File: src/cnf_text_literal_parser_core_macros.svh
// assertion macros shared by the cnf text literal parser modules
`ifndef CNF_TEXT_LITERAL_PARSER_CORE_MACROS_SVH
`define CNF_TEXT_LITERAL_PARSER_CORE_MACROS_SVH

`ifndef NO_ASSERTIONS
// same-cycle implication, clocked on i_clk, off during reset
`define CNFTLP_ASSERT_IMP(lbl, ante, cons, msg) \
    lbl: assert property (@(posedge i_clk) disable iff (!i_rst_n) (ante) |-> (cons)) \
        else $error(msg);
// next-cycle implication
`define CNFTLP_ASSERT_NXT(lbl, ante, cons, msg) \
    lbl: assert property (@(posedge i_clk) disable iff (!i_rst_n) (ante) |=> (cons)) \
        else $error(msg);
`else
`define CNFTLP_ASSERT_IMP(lbl, ante, cons, msg)
`define CNFTLP_ASSERT_NXT(lbl, ante, cons, msg)
`endif

`endif

File: src/cnftlp_pkg.sv
// types, constants and helper functions of the cnf text literal parser
`timescale 1ns / 1ps
package cnftlp_pkg;

    localparam int LIT_BITS     = 21;
    localparam int LIT_MAG_BITS = LIT_BITS - 1;
    localparam int ACC_BITS     = LIT_MAG_BITS + 4;
    localparam int LEN_BITS     = 16;
    localparam int CNT_BITS     = 20;
    localparam int HDR_BITS     = 24;
    localparam int CFG_BITS     = 20;

    localparam logic [LIT_MAG_BITS-1:0] LIT_MAX = '1;
    localparam logic [CNT_BITS-1:0]     CNT_MAX = '1;
    localparam logic [HDR_BITS-1:0]     HDR_MAX = '1;

    localparam logic [LEN_BITS-1:0] MAX_LEN_RESET = 16'd5000;
    localparam logic [CNT_BITS-1:0] MAX_CNT_RESET = 20'd100000;

    // configuration register indexes
    localparam logic CFG_MAX_LEN = 1'b0;
    localparam logic CFG_MAX_CNT = 1'b1;

    // characters
    localparam logic [7:0] CH_C     = 8'h63;
    localparam logic [7:0] CH_P     = 8'h70;
    localparam logic [7:0] CH_N     = 8'h6E;
    localparam logic [7:0] CH_F     = 8'h66;
    localparam logic [7:0] CH_MINUS = 8'h2D;
    localparam logic [7:0] CH_LF    = 8'h0A;

    typedef logic signed [LIT_BITS-1:0] t_lit;

    typedef enum logic [2:0] {
        EV_NONE   = 3'd0,
        EV_LIT    = 3'd1,
        EV_DROP   = 3'd2,
        EV_STORED = 3'd3,
        EV_OVER   = 3'd4
    } t_event;

    typedef enum logic [1:0] {
        LM_NORMAL = 2'd0,
        LM_SKIP   = 2'd1,
        LM_HDR    = 2'd2
    } t_line_mode;

    // position within "p cnf V C"
    typedef enum logic [2:0] {
        HP_IDLE = 3'd0,
        HP_P    = 3'd1,
        HP_C    = 3'd2,
        HP_N    = 3'd3,
        HP_F    = 3'd4,
        HP_VARS = 3'd5,
        HP_GAP  = 3'd6,
        HP_CLS  = 3'd7
    } t_hdr_phase;

    typedef struct packed {
        logic       accept;
        logic       start;
        logic       run;
        logic [7:0] text_byte;
    } t_hdr_ctl;

    typedef struct packed {
        logic                to_normal;
        logic                to_skip;
        logic [HDR_BITS-1:0] vars;
        logic [HDR_BITS-1:0] clauses;
    } t_hdr_stat;

    function automatic logic is_space(input logic [7:0] b);
        return (b == 8'h20) || (b == 8'h09) || (b == 8'h0A) ||
               (b == 8'h0B) || (b == 8'h0C) || (b == 8'h0D);
    endfunction

    function automatic logic is_digit(input logic [7:0] b);
        return (b >= 8'h30) && (b <= 8'h39);
    endfunction

    // v * 10 + d, saturating at the header field maximum
    function automatic logic [HDR_BITS-1:0] hdr_acc(input logic [HDR_BITS-1:0] v,
                                                    input logic [3:0] d);
        logic [HDR_BITS+3:0] n;
        n = {4'b0, v} * (HDR_BITS+4)'(10) + (HDR_BITS+4)'(d);
        return (n > {4'b0, HDR_MAX}) ? HDR_MAX : n[HDR_BITS-1:0];
    endfunction

endpackage

File: src/cnftlp_hdr.sv
// header line matcher for "p cnf V C" with stored header values
`timescale 1ns / 1ps
`include "cnf_text_literal_parser_core_macros.svh"
module cnftlp_hdr import cnftlp_pkg::*; (
    input  logic      i_clk,
    input  logic      i_rst_n,
    input  t_hdr_ctl  i_ctl,
    output t_hdr_stat o_stat
);

    t_hdr_phase          r_phase,   n_phase;
    logic [HDR_BITS-1:0] r_num,     n_num;
    logic [HDR_BITS-1:0] r_vars,    n_vars;
    logic [HDR_BITS-1:0] r_clauses, n_clauses;
    logic                w_fail;
    logic                w_to_normal;
    logic [7:0]          w_b;

    assign w_b = i_ctl.text_byte;

    always_ff @(posedge i_clk) begin
        if (!i_rst_n) begin
            r_phase   <= HP_IDLE;
            r_num     <= '0;
            r_vars    <= '0;
            r_clauses <= '0;
        end else begin
            r_phase   <= n_phase;
            r_num     <= n_num;
            r_vars    <= n_vars;
            r_clauses <= n_clauses;
        end
    end

    always_comb begin
        n_phase     = r_phase;
        n_num       = r_num;
        n_vars      = r_vars;
        n_clauses   = r_clauses;
        w_fail      = 1'b0;
        w_to_normal = 1'b0;
        if (i_ctl.accept && i_ctl.start) begin
            n_phase = HP_P;
        end else if (i_ctl.accept && i_ctl.run) begin
            if (w_b == CH_LF) begin
                if (r_phase == HP_VARS) n_vars = r_num;
                if (r_phase == HP_CLS) n_clauses = r_num;
                w_to_normal = 1'b1;
                n_phase     = HP_IDLE;
            end else begin
                unique case (r_phase)
                    HP_P: begin
                        if (w_b == CH_C) n_phase = HP_C;
                        else if (!is_space(w_b)) w_fail = 1'b1;
                    end
                    HP_C: begin
                        if (w_b == CH_N) n_phase = HP_N;
                        else w_fail = 1'b1;
                    end
                    HP_N: begin
                        if (w_b == CH_F) n_phase = HP_F;
                        else w_fail = 1'b1;
                    end
                    HP_F, HP_GAP: begin
                        if (is_digit(w_b)) begin
                            n_num   = HDR_BITS'(w_b[3:0]);
                            n_phase = (r_phase == HP_F) ? HP_VARS : HP_CLS;
                        end else if (!is_space(w_b)) begin
                            w_fail = 1'b1;
                        end
                    end
                    HP_VARS: begin
                        if (is_digit(w_b)) begin
                            n_num = hdr_acc(r_num, w_b[3:0]);
                        end else begin
                            n_vars = r_num;
                            if (is_space(w_b)) n_phase = HP_GAP;
                            else w_fail = 1'b1;
                        end
                    end
                    HP_CLS: begin
                        if (is_digit(w_b)) begin
                            n_num = hdr_acc(r_num, w_b[3:0]);
                        end else begin
                            n_clauses = r_num;
                            w_fail    = 1'b1;
                        end
                    end
                    default: begin
                        w_fail = 1'b1;
                    end
                endcase
                if (w_fail) n_phase = HP_IDLE;
            end
        end
    end

    assign o_stat.to_normal = w_to_normal;
    assign o_stat.to_skip   = w_fail;
    assign o_stat.vars      = n_vars;
    assign o_stat.clauses   = n_clauses;

    // the phase only leaves idle inside a header line
    `CNFTLP_ASSERT_IMP(a_phase_idle_outside, !i_ctl.run && !(i_ctl.accept && i_ctl.start), r_phase == HP_IDLE, "header phase busy outside header line")
    `CNFTLP_ASSERT_NXT(a_start_phase, i_ctl.accept && i_ctl.start, r_phase == HP_P, "header start did not enter first phase")
    `CNFTLP_ASSERT_IMP(a_exit_exclusive, 1'b1, !(w_to_normal && w_fail), "header line both ended and failed")

endmodule

File: config.mk
export PLATFORM = sky130hd
export DESIGN_NAME = cnftlp_hdr
export DESIGN_NICKNAME = d
export VERILOG_FILES = /design/src/cnftlp_pkg.sv /design/src/cnftlp_hdr.sv
export VERILOG_INCLUDE_DIRS = /design/src /design/src/src
export SDC_FILE = /design/constraint.sdc
export NUM_CORES = 1
export LEC_CHECK = 0
export ABC_CLOCK_PERIOD_IN_PS = 8650
export BUFFER_PORTS_ARGS = -buffer_cell sky130_fd_sc_hd__buf_4
export CAP_MARGIN = 20
export CORE_ASPECT_RATIO = 0.7
export CORE_MARGIN = 3
export CORE_UTILIZATION = 55
export DETAILED_ROUTE_END_ITERATION = 8
export PLACE_DENSITY = 0.75
export SLEW_MARGIN = 0
export SYNTH_ARGS = -nofsm -noshare
export SYNTH_HDL_FRONTEND = slang
export SYNTH_SLANG_ARGS = --single-unit
File: constraint.sdc
create_clock -name i_clk -period 8.65 [get_ports i_clk]
set_clock_uncertainty 0.15 [all_clocks]
set_input_delay 0.865 -clock i_clk [delete_from_list [all_inputs] [get_ports i_clk]]
set_output_delay 0.865 -clock i_clk [all_outputs]
set_load 0.01 [all_outputs]
Yosys cells after proc, flatten, opt, wreduce, memory -nomap -nowiden
Index checks and enable logic that the tools add are counted.
Storage, ports and cells
  register bits: 75
  input port bits: 13
  output and inout port bits: 50
Cells by class
  $add $sub $neg: 1
  $mul: 1
  $lt $le $gt $ge: 3
  eq/ne operators: 30
  muxes and demuxes: 44
  bitwise logic cells: 3
  reductions and logical operators: 19
Operators by type and width (count)
  24-bit 2-to-1 mux: 15
  24-bit case mux with 2 select lines: 1
  8-bit by 4-bit == test with 1-bit output (second input constant): 5
  28-bit by 4-bit adder with 28-bit output: 1
  28-bit by 24-bit greater-than comparator with 1-bit output (second input constant): 1
  24-bit by 3-bit multiplier with 27-bit output (second input constant): 1
  8-bit by 7-bit == test with 1-bit output (second input constant): 3
  3-bit 2-to-1 mux: 8
  5-bit inequality test (second input constant): 4
  1-bit 2-to-1 mux: 17
  4-bit inequality test (second input constant): 4
  8-bit AND reduction: 2
  3-bit case mux with 5 select lines: 1
  3-bit == test (second input constant): 4
  8-bit by 6-bit == test with 1-bit output (second input constant): 1
  8-bit by 6-bit greater-or-equal comparator with 1-bit output (second input constant): 1
  8-bit by 6-bit <= comparator with 1-bit output (second input constant): 1
  8-bit nonzero test: 1
  7-bit nonzero test: 1
  3-bit by 2-bit == test with 1-bit output (second input constant): 2
  6-bit AND reduction: 1
  2-bit OR reduction: 3
  1-bit logical OR: 5
  5-bit by 2-bit inequality test with 1-bit output (second input constant): 1
  12 further kinds: 17

Logic depth before layout (Yosys ltp)
Gate-level depths: netlist of the first run.
  depth in word-level cells: 16
  depth in mapped cells: 14
  depth with buffers taken out: 13

Worst setup path after synthesis of the first run
Ideal clock, no wire load.
  path type: register -> register
  start point: reg r_num[1]
  end point: reg r_num[17]
  arrival time: 3.443 ns
  required time: 8.368 ns
  path slack: 4.925 ns
  stages on the path, launching flop included: 15
  cell sequence: dfxtp_1 > ha_1 > ha_1 > inv_1 > fa_1 > nand2b_2 > a211oi_4 > nor3_1 > nor3_4 > and4b_1 > nand4_2 > nor4_2 > mux2i_2 > buf_2 > o21ai_1
Between the ends
  word-level cells in the longest chain between the ends: 6
RTL lines
  start, declared: RTL line cnftlp_hdr.sv:12  | logic [HDR_BITS-1:0] r_num, n_num;
  start signal, assigned: RTL line cnftlp_hdr.sv:29  | r_num <= n_num;
  24-bit by 3-bit multiplier with 27-bit output *: RTL line cnftlp_pkg.sv:87  | n = {4'b0, v} * (HDR_BITS+4)'(10) + (HDR_BITS+4)'(d);
  28-bit by 4-bit adder with 28-bit output *: RTL line cnftlp_pkg.sv:87
  28-bit by 24-bit greater-than comparator with 1-bit output: RTL line cnftlp_pkg.sv:88  | return (n > {4'b0, HDR_MAX}) ? HDR_MAX : n[HDR_BITS-1:0];
  24-bit 2-to-1 mux *: RTL line cnftlp_pkg.sv:88
  24-bit 2-to-1 mux *: RTL line cnftlp_hdr.sv:73, cnftlp_hdr.sv:82
  24-bit case mux with 2 select lines *: RTL line cnftlp_hdr.sv:51  | unique case (r_phase)
Every way passes the cells marked *; elsewhere a longest branch is shown, timed or not. The select of a mux whose other input is x is not followed.
A chain may end at the register's enable or synchronous reset.

Worst setup path after layout of the first run
  start point: reg r_num[3]
  end point: reg r_num[3]
Between the ends
  word-level cells in the longest chain between the ends: 6
RTL lines (RTL line)
  24-bit by 3-bit multiplier with 27-bit output: cnftlp_pkg.sv:87
  28-bit by 4-bit adder with 28-bit output: cnftlp_pkg.sv:87
  28-bit by 24-bit greater-than comparator with 1-bit output: cnftlp_pkg.sv:88
  24-bit 2-to-1 mux: cnftlp_pkg.sv:88
  24-bit 2-to-1 mux: cnftlp_hdr.sv:73, cnftlp_hdr.sv:82
  24-bit case mux with 2 select lines: cnftlp_hdr.sv:51
No other way between the ends. The select of a mux whose other input is x is not followed.

==> results of run 1 <==
==> stage by stage <==
stage / std cells / instance area [µm²] / util [%] / power, µW
2_1_floorplan: 596 / 5356 / - / 367.7
3_3_place_gp: 757 / 5882 / 63.57 / 376.7
3_5_place_dp: 757 / 5882 / 63.57 / 377.3
4_1_cts: 772 / 6172 / 66.71 / 739.8
5_1_grt: 773 / 6180 / 66.79 / 758.7
6_report: 773 / 6180 / 66.79 / 734.2
==> cells by family after synthesis <==
kind of cell | synth area share [%]
xor+xnor | 4.859
simple gates | 21.72
buf+inv | 3.481
flops | 28.03
mux | 11.10
compound gates | 19.09
fa+ha+maj | 11.73
==> sequential cells by signal, summed over array words and instances (netlist names) <==
signal     flops
r_clauses     24
r_num         24
r_vars        24
r_phase        3
==> Yosys cell counts (all sizes together) (8+ instances only) <==
| master | number |
|---|---|
| ha | 47 |
| nor2 | 30 |
| nand3 | 17 |
| dfxtp | 75 |
| o21ai | 36 |
| xnor2 | 16 |
| a31oi | 9 |
| mux2 | 48 |
| a211oi | 8 |
| nor3 | 8 |
| xor2 | 12 |
| inv | 11 |
| clkbuf | 18 |
| a21oi | 34 |
| and2 | 53 |
| nand2b | 9 |
| a22oi | 10 |
| nand2 | 36 |
| buf | 12 |
==> final cells by class <==
class | count | area (µm²)
repair buffers | 68 | 510.5
inverters | 11 | 41.29
well taps | 124 | 155.1
clock inverters | 6 | 65.06
flip-flops and latches | 75 | 1501
clock buffers | 9 | 225.2
fillers | 755 | 3073
multi-input cells | 480 | 3681
==> worst max path at each step <==
stage / slack [ns] / to / cells past startpoint
after global routing: 4.19 / r_num[5] / 14
after floorplan: 4.93 / r_num[17] / 14
after detailed placement: 4.52 / r_num[16] / 14
after CTS: 4.49 / r_num[3] / 14
final: 4.43 / r_num[3] / 14
after global placement: 4.64 / r_num[18] / 14
==> routing by layer <==
layer / up-vias / global-route usage, % / part of all wire [%]
met5: - / 0 / 0
met4: 0 / 7.058 / 1.6
met3: 20 / 5.367 / 6.4
met2: 172 / 39.73 / 43
met1: 2244 / 34.80 / 49
li1: 2293 / - / -
==> critical path, delay by kind of cell (launching register included) <==
| kind | cells | cell delay [ns] |
|---|---|---|
| and+or+nand+nor | 5 | 1.24 |
| adders and majority gates | 3 | 0.89 |
| AOI/OAI and AO/OA | 3 | 0.75 |
| DFF | 1 | 0.39 |
| buffers and inverters | 2 | 0.39 |
| muxes | 1 | 0.24 |
==> power by group through the flow <==
stage | Clock, µW | Sequential (µW) | Combinational, µW
6_report | 363 | 348 | 23.2
5_1_grt | 386 | 347 | 25.6
4_1_cts | 370 | 347 | 22.4
3_5_place_dp | 0 | 355 | 22.2
3_3_place_gp | 0 | 355 | 21.7
2_1_floorplan | 0 | 354 | 14.1
==> impl_results.md, run 1 <==
- CTS tree: yes
- Hold slack final: about 0.43 ns
- Die Ht: between 80 and 90 µm
- Asr flop ratio synth: 0%
- RD Place Congestion: around 0.9
- VDD IR max: ~0.096 mV
- Clock slew at reported path FFs: roughly 0.060 ns
- Fmax: approximately 240 MHz
- Hold Crit Class: reg -> reg
- Post-CTS Hold Fix Bufs: 0
- Starting Density: 57.89%
- All-layer global routing usage: about a quarter
- Core ar.: 9253 µm²
- CP max-delay cell: nor3b_2
- Clock latency on the worst-skew pair: between 0.3 and 0.4 ns
- Fin worst setup slack: between 4 and 5 ns
- Synth Register Bits: 75
- Post-synth cell types: between 80 and 90
- CTS HTree Levels: 3
- Largest net degree at the start of global routing: 56
- Crit start category: flop
- Crit end category: flop
- Commonest cells after routing, fill and taps aside: 75 x dfxtp_1, 68 x buf_4, 53 x and2_1, 48 x mux2_2, 47 x ha_1
- Final setup fails: 0
- Relative slew slack: 49.83%
- Worst-path cell chain: ha_1, ha_1, inv_1, fa_1, nand2b_2, a211oi_4, o2111ai_1, nand3_1, nor3b_2, nand3b_1, nor4_2, mux2i_2, buf_4, o22ai_1
- Drt initial violations: between 200 and 250
- Worst reg-to-reg path cell count: 14
- Seq pwr share: a little under half
- Clk sinks: between 70 and 80
- Post-synthesis sequential area ratio: 28.03%
- Global-route wire length before repair: ~22 mm
- Nets: 707
- Most common cell after layout, fill and taps aside: dfxtp_1
- Vias in the first global route: 4433
- P per Cell Area: 118.8 nW/µm²
- Data required time of the worst path: just under 9 ns
- Critical-path maximum fanout: 24
- DRT Wirelength: ~14 mm
- Share of cells above drive strength 1: 25.58%
- Comb pwr share: between 3 and 4%
- Horiz. Die Dim: 124.0 µm
- Min Clock Period, post-route: about 4.2 ns
- Hold endpoint: r_clauses[8]
- Mapped Nets: between 600 and 700
- DRC violations left: 0
- Main synth FF type: dfxtp_1
- NetSw: ~160 µW
- Total CTS buffers: 9
- Max-cap violations: 0
- CP arrival: roughly 4.3 ns
- Synth top area cells: dfxtp_1 28%, ha_1 11%, mux2_2 10%
- # Post-CTS Setup Buffers: 0
- Max-slew violations: 0
- Post-Syn Area: between 5000 and 6000 µm²
- Crit share post-route: between 40% and 50%
- Top-area cell type share of the netlist area: 28.03%
- Sw Share: a little over a fifth
- DPL Wire Length: between 10 and 15 mm
- R2r setup slk: ~4.4 ns
- Int Pwr: between 500 and 600 µW
- ANT nets after route: 0
- Vias: ~4.7k
- Antenna diode count: 0
- Top-Level Pins: 63
- P_leak: ~0.0028 µW
- Setup TNS: 0 ns
- Number of flops mapped to enable cells by yosys: 0
- CTS Root Cell: clkbuf_16
- WHS Path Cells: 2
- Gr ovfl total: 0
- Die area: 10980 µm²
- WL per Instance: 17.54 µm
- Synth Instances: 596
- Area grow syn2layout: 15.37%
- FP Rows: 29
- Buffers on Ports: 62
- Initial antenna violation count: 0
- CTS Buffer Depth: 2
- Reg2reg end: r_num[3]
- Unrepaired setup endpoints after global routing: false
- Most repeated library cell on the critical path: ha_1
- CP startpoint: r_num[3]
- PostCTS Resize Cnt: 0
- Measured slew at the worst slew-check pin: 0.7507 ns
- Clock power share: slightly below 50%
- YS warnings: 0
- Dominant cell type by area after synthesis: dfxtp_1
- Place WS: between 4 and 5 ns
- Status: completed
- Syn_area_per_cell: approximately 9.0 µm²
- Worst flop-to-flop path startpoint: r_num[3]
- Final Hold Viols: 0
- Vias per cell: 6.118
- Crit Path Class: reg -> reg
- Initial DRT Pass Iterations: 4
- Hold wc startpoint: r_clauses[8]
- Crit path largest cell delay: about 0.43 ns
Power figures use the tool's default switching activity.
==> run 2: changes to the inputs <==
ABC_AREA = 1   (was unset)
ABC_CLOCK_PERIOD_IN_PS = 3710   (was 8650)
PLACE_DENSITY = 0.77   (was 0.75)
clock period = 3.71 ns   (was 8.65 ns; I/O delays follow)
==> impl_results.md, run 2 <==
- Most common cell after layout, fill and taps aside: nand2_1
- Dominant cell type by area after synthesis: dfxtp_1
- DRC violations left: 0
- Tot Pwr: ~1800 µW
- CTS Buffer Depth: 2
- Post-CTS Hold Fix Bufs: 0
- Syn_area_per_cell: roughly 6.5 µm²
- Post-synthesis sequential area ratio: about a quarter
- Share of cells above drive strength 1: between 20% and 30%
- CTS tree: yes
- Critical-path maximum fanout: 6
- Global-route wire length before repair: around 26 mm
- Number of flops mapped to enable cells by yosys: 0
- Die area: 12710 µm²
- Top Registers: r_clauses: 24 flops, r_num: 24 flops, r_vars: 24 flops
- Crit start category: flop
- Die Ht: approximately 95 µm
- Initial antenna violation count: 0
- Hold Crit Class: in -> reg
- FP Rows: 31
- P per Cell Area: around 250 nW/µm²
- Area grow syn2layout: 16.26%
- Crit Path Class: reg -> reg
- Synth top area cells: dfxtp_1 24%, nand2_1 13%, inv_1 9.8%
- Total CTS buffers: 9
- Fmax: around 290 MHz
- Crit share post-route: 93.61%
- Max-cap violations: 0
- Buffers on Ports: 62
- All-layer global routing usage: about a quarter
- Post-synth cell types: 39
- Synth Register Bits: 75
- Min Clock Period, post-route: roughly 3.5 ns
- CTS Root Cell: clkbuf_16
- Fillers: ~960
- Core ar.: about 11000 µm²
- CP max-delay cell: dfxtp_2
- Main synth FF type: dfxtp_1
- Post-Syn Area: ~6300 µm²
- Relative slew slack: 49.26%
- Starting Density: around three fifths
- P_leak: about 0.0036 µW
- Antenna diode count: 0
- ANT nets after route: 0
- Worst-path cell chain: ha_1, ha_2, inv_1, fa_2, inv_1, nand2_2, nand2_2, nand3_1, nand2_2, nand2_1, nand2_1, nand2_1, nand2_1, nand3_1, nor2_2, nand3_1, nand2_1, nand3_2, nor2_4, clkbuf_16, nand2_2, nand2_1, a21oi_2
- Nets: 1080
- Clock latency on the worst-skew pair: about 0.33 ns
- Vias in the first global route: about 5.5k
- DPL Wire Length: approximately 12 mm
- DRT Wirelength: around 16 mm
- WL per Instance: between 10 and 15 µm
- Max-slew violations: 0
- Fin util: 67.93%
- Top-area cell type share of the netlist area: roughly 24%
- YS warnings: 0
- Data required time of the worst path: around 3.8 ns
- Initial DRT Pass Iterations: 5
- CP arrival: ~3.5 ns
- Most repeated library cell on the critical path: nand2_1
- Largest net degree at the start of global routing: 73
- Clk sinks: 75
- Gr ovfl total: 0
- Final setup fails: 0
- Commonest cells after routing, fill and taps aside: 223 x nand2_1, 162 x inv_1, 78 x a21oi_1, 71 x buf_4, 71 x dfxtp_1
- Mapped Nets: ~1.0k
- Status: completed
- Vias per cell: 5.257
- Clock slew at reported path FFs: around 0.060 ns
- RD Place Congestion: 0.9446
- Drt initial violations: ~400
- Horiz. Die Dim: between 100 and 150 µm
- CTS HTree Levels: 3
- Synth Instances: 962
- Placed Area: 6882 µm²
- Crit end category: flop
- Asr flop ratio synth: 0%
- Crit path largest cell delay: approximately 0.33 ns
- Vias: 6156
- Finished Cell Area: between 7000 and 8000 µm²
- VDD IR max: around 0.26 mV
- Top-Level Pins: 63
- Synth cell count leaders: 224 x nand2_1, 163 x inv_1, 78 x a21oi_1, 75 x dfxtp_1
- Count leader, synth: nand2_1
- Measured slew at the worst slew-check pin: 0.7600 ns
- Final Hold Viols: 0
==> run 2: cell types whose count changed after synthesis, moves of 46 or more <==
cell | previous run | this run
inv_1 | 11 | 163
or2_2 | 2 | 49
a21oi_1 | 32 | 78
mux2_2 | 48 | 0
nand2_1 | 36 | 224
and2_1 | 53 | 0
==> run 2: worst max-delay path: cells and delay by family, from the launching register on <==
kind	cells	cell delay, ns
buf+inv	3	0.36
compound gates	1	0.05
fa+ha+maj	3	0.81
flops	1	0.33
simple gates	16	1.64
==> run 2: worst paths after layout <==
| kind | start | end | slack, ns | cells after the start |
|---|---|---|---|---|
| max | r_num[3] | r_num[14] | 0.24 | 23 |
| min | i_rst_n | r_phase[0] | 0.16 | 3 |
| max reg2reg | r_num[3] | r_num[14] | 0.24 | 23 |
| min reg2reg | r_num[3] | r_num[3] | 0.35 | 2 |
==> run 2: logic make-up after synthesis <==
logic type | synth area share [%]
simple gates | 33.53
fa+ha+maj | 10.04
flops | 24.00
compound gates | 17.98
xor+xnor | 1.800
buf+inv | 12.64
==> run 2: stage by stage <==
step	cells	hold WS (ns)	worst slack (ns)	setup TNS (ns)
after floorplan	962	0.3290	0.4578	0
after global placement	1153	0.3598	0.3178	0
after detailed placement	1153	0.3615	0.2456	0
after CTS	1169	0.1469	0.1925	0
after global routing	1171	0.1762	-0.01945	-0.07420
final	1171	0.1570	0.2370	0
==> run 2: cell type report <==
type | instances | area (µm²) | area share [%]
Inverter | 169 | 634.4 | 8.723
Timing Repair Buffer | 76 | 633.1 | 8.706
Clock inverter | 4 | 73.82 | 1.015
Multi-Input combinational cell | 687 | 3993 | 54.90
Sequential cell | 75 | 1506 | 20.72
Tap cell | 148 | 185.2 | 2.546
Clock buffer | 12 | 246.5 | 3.390
==> run 2: report_power, final <==
part	leakage [µW]	total (µW)	internal [µW]	switching, µW
sequential	0.000606	815	810	5.69
clock	0.000157	933	607	325
combinational	0.00287	95.3	34.0	61.3
==> run 2: layer usage <==
metal / GRT usage [%] / up-vias / wire length [µm]
li1: - / 3222 / -
met1: 34.49 / 2768 / 7730
met2: 39.06 / 142 / 6786
met3: 5.327 / 24 / 798
met4: 6.507 / 0 / 242
met5: 0 / - / 0
==> run 2: what timing repair did <==
item | in CTS | in global routing
gates resized for setup | 0 | 14
setup buffers | 0 | 1
setup endpoints to repair | 0 | 24
==> run 3: changes to the inputs <==
CORE_ASPECT_RATIO = 1.1   (was 0.7)
CORE_MARGIN = unset   (was 3)
==> impl_results.md, run 3 (synthesis gave the netlist of run 2 again) <==
- Status: completed
- Total CTS buffers: 9
- Nets: between 1k and 1.5k
- Global-route wire length before repair: about 25 mm
- VDD IR max: approximately 0.23 mV
- Fillers: roughly 1000
- Vias per cell: approximately 5.2
- Crit start category: flop
- Max-slew violations: 0
- Most common cell after layout, fill and taps aside: nand2_1
- Crit share post-route: between 90% and 100%
- Relative slew slack: a little under two thirds
- Vias in the first global route: between 5k and 6k
- Area of the multi-input gates: ~4000 µm²
- Vias: 6136
- Final Hold Viols: 0
- FP Rows: 40
- NetSw: between 300 and 400 µW
- Critical-path maximum fanout: 6
- CTS tree: yes
- Die Ht: between 100 and 150 µm
- Finished Cell Area: 7281 µm²
- Fin util: between 60% and 70%
- Starting Density: a little under three fifths
- Int Pwr: around 1300 µW
- P_leak: around 0.0036 µW
- Clock slew at reported path FFs: around 0.05 ns
- Cell family with the largest share of critical-path delay: simple AND/OR/NAND/NOR gates
- Crit path largest cell delay: 0.46 ns
- Max-cap violations: 0
- DRT Wirelength: around 15 mm
- CP max-delay cell: fa_2
- Initial DRT Pass Iterations: 5
- Placed Area: just under 7000 µm²
- Buffers on Ports: 62
- DPL Wire Length: 11.26 mm
- Area grow syn2layout: 16.40%
- RD Place Congestion: around 0.9
- CP Buf/Inv Count: 2
- Comb pwr share: around 5.4%
- Data required time of the worst path: between 3 and 4 ns
- Largest net degree at the start of global routing: 73
- DRC violations left: 0
- Die area: between 10000 and 15000 µm²
- Sw Share: 21.76%
- Top Registers: r_clauses: 24 flops, r_num: 24 flops, r_vars: 24 flops
- CTS Buffer Depth: 2
- P per Cell Area: roughly 240 nW/µm²
- Fmax: around 290 MHz
- Crit Path Class: reg -> reg
- Final setup fails: 0
- Crit end category: flop
- Gr ovfl total: 0
- Min Clock Period, post-route: around 3.5 ns
- Initial antenna violation count: 0
- Commonest cells after routing, fill and taps aside: 222 x nand2_1, 161 x inv_1, 78 x a21oi_1, 74 x buf_4, 72 x dfxtp_1
- CTS Root Cell: clkbuf_16
- Core ar.: 11010 µm²
- WL per Instance: roughly 13 µm
- Measured slew at the worst slew-check pin: between 0.5 and 0.6 ns
- Seq pwr share: a little under half
- Register area: about 1500 µm²
- Clock power share: between 40 and 50%
- Share of cells above drive strength 1: a little under a quarter
- Hold Crit Class: in -> reg
- CTS HTree Levels: 3
- ANT nets after route: 0
- CP arrival: approximately 3.5 ns
- Clk sinks: between 70 and 80
- Top-Level Pins: 63
- Antenna diode count: 0
- Drt initial violations: about 340
- Worst-path cell chain: ha_1, ha_2, inv_1, fa_2, nor2_2, nand3_1, nand2_1, nand2_2, nor2_4, nand3_2, nor2_4, nand3_2, nor2_2, nand3_1, nand2_1, nand3_2, nor2_4, clkbuf_16, nand2_2, nand2_1, a21oi_2
- Clock latency on the worst-skew pair: 0.33 ns
- Horiz. Die Dim: between 100 and 150 µm
- All-layer global routing usage: 25.78%
## run 3: changes by cell type in the layout (fill, tap and decap cells not counted), sizes merged
cell / previous run / this run
buf: 75 / 78
bufinv: 2 / 0
clkbuf: 13 / 15
## run 3: per-layer routing
| layer | up-vias | routed length (µm) | global-route usage, % |
|---|---|---|---|
| met5 | - | 0 | 0 |
| met1 | 2744 | 7479 | 36.71 |
| met4 | 0 | 402 | 10.00 |
| met3 | 26 | 617 | 3.086 |
| li1 | 3222 | - | - |
| met2 | 144 | 6446 | 39.87 |
## run 3: area by class of cell
type                    count  area share [%]
multi-input cells         687           54.94
inverters                 169           8.713
clock inverters             2          0.1375
well taps                 147           2.526
flip-flops and latches     75           20.67
repair buffers             80           9.297
clock buffers              13           3.712
## run 3: worst paths after layout
kind	from	endpoint	slack, ns	depth (start not counted)
worst max-delay path	r_num[3]	r_num[13]	0.24	21
worst min-delay path	i_rst_n	r_phase[0]	0.16	3
worst max register to register	r_num[3]	r_num[13]	0.24	21
worst min register to register	r_num[3]	r_num[3]	0.36	2
## run 3: worst register-to-register path, stage by stage (launching register included)
cell	delay, ns
dfxtp_2	0.34
ha_1	0.29
ha_2	0.21
inv_1	0.08
fa_2	0.46
nor2_2	0.12
nand3_1	0.10
nand2_1	0.09
nand2_2	0.08
nor2_4	0.10
nand3_2	0.09
nor2_4	0.17
nand3_2	0.12
nor2_2	0.08
nand3_1	0.06
nand2_1	0.08
nand3_2	0.09
nor2_4	0.24
clkbuf_16	0.21
nand2_2	0.04
nand2_1	0.08
a21oi_2	0.05
## run 3: power by group through the flow
stage	Combinational, µW	Sequential [µW]	Clock, µW
3_3_place_gp	90.8	833	0
6_report	92.3	816	810
2_1_floorplan	65.8	828	0
4_1_cts	92.2	815	818
5_1_grt	106	816	855
3_5_place_dp	91.9	833	0
## run 3: metrics by stage
step                      setup TNS, ns  total power [µW]  worst slack, ns  hold slack, ns  instances
after floorplan                       0             894.1           0.4578          0.3290        962
after global placement                0             923.5           0.3545          0.3573       1151
after detailed placement              0             924.6           0.2353          0.3727       1151
after CTS                             0              1726           0.2144          0.1525       1166
after global routing            -0.6654              1777         -0.06441          0.1645       1173
final                                 0              1718           0.2351          0.1560       1173
## run 3: what timing repair did
| action | in CTS | in global routing |
|---|---|---|
| setup endpoints to repair | 0 | 24 |
| setup buffers | 0 | 4 |
| hold buffers | 0 | 0 |
| gates resized for setup | 0 | 14 |
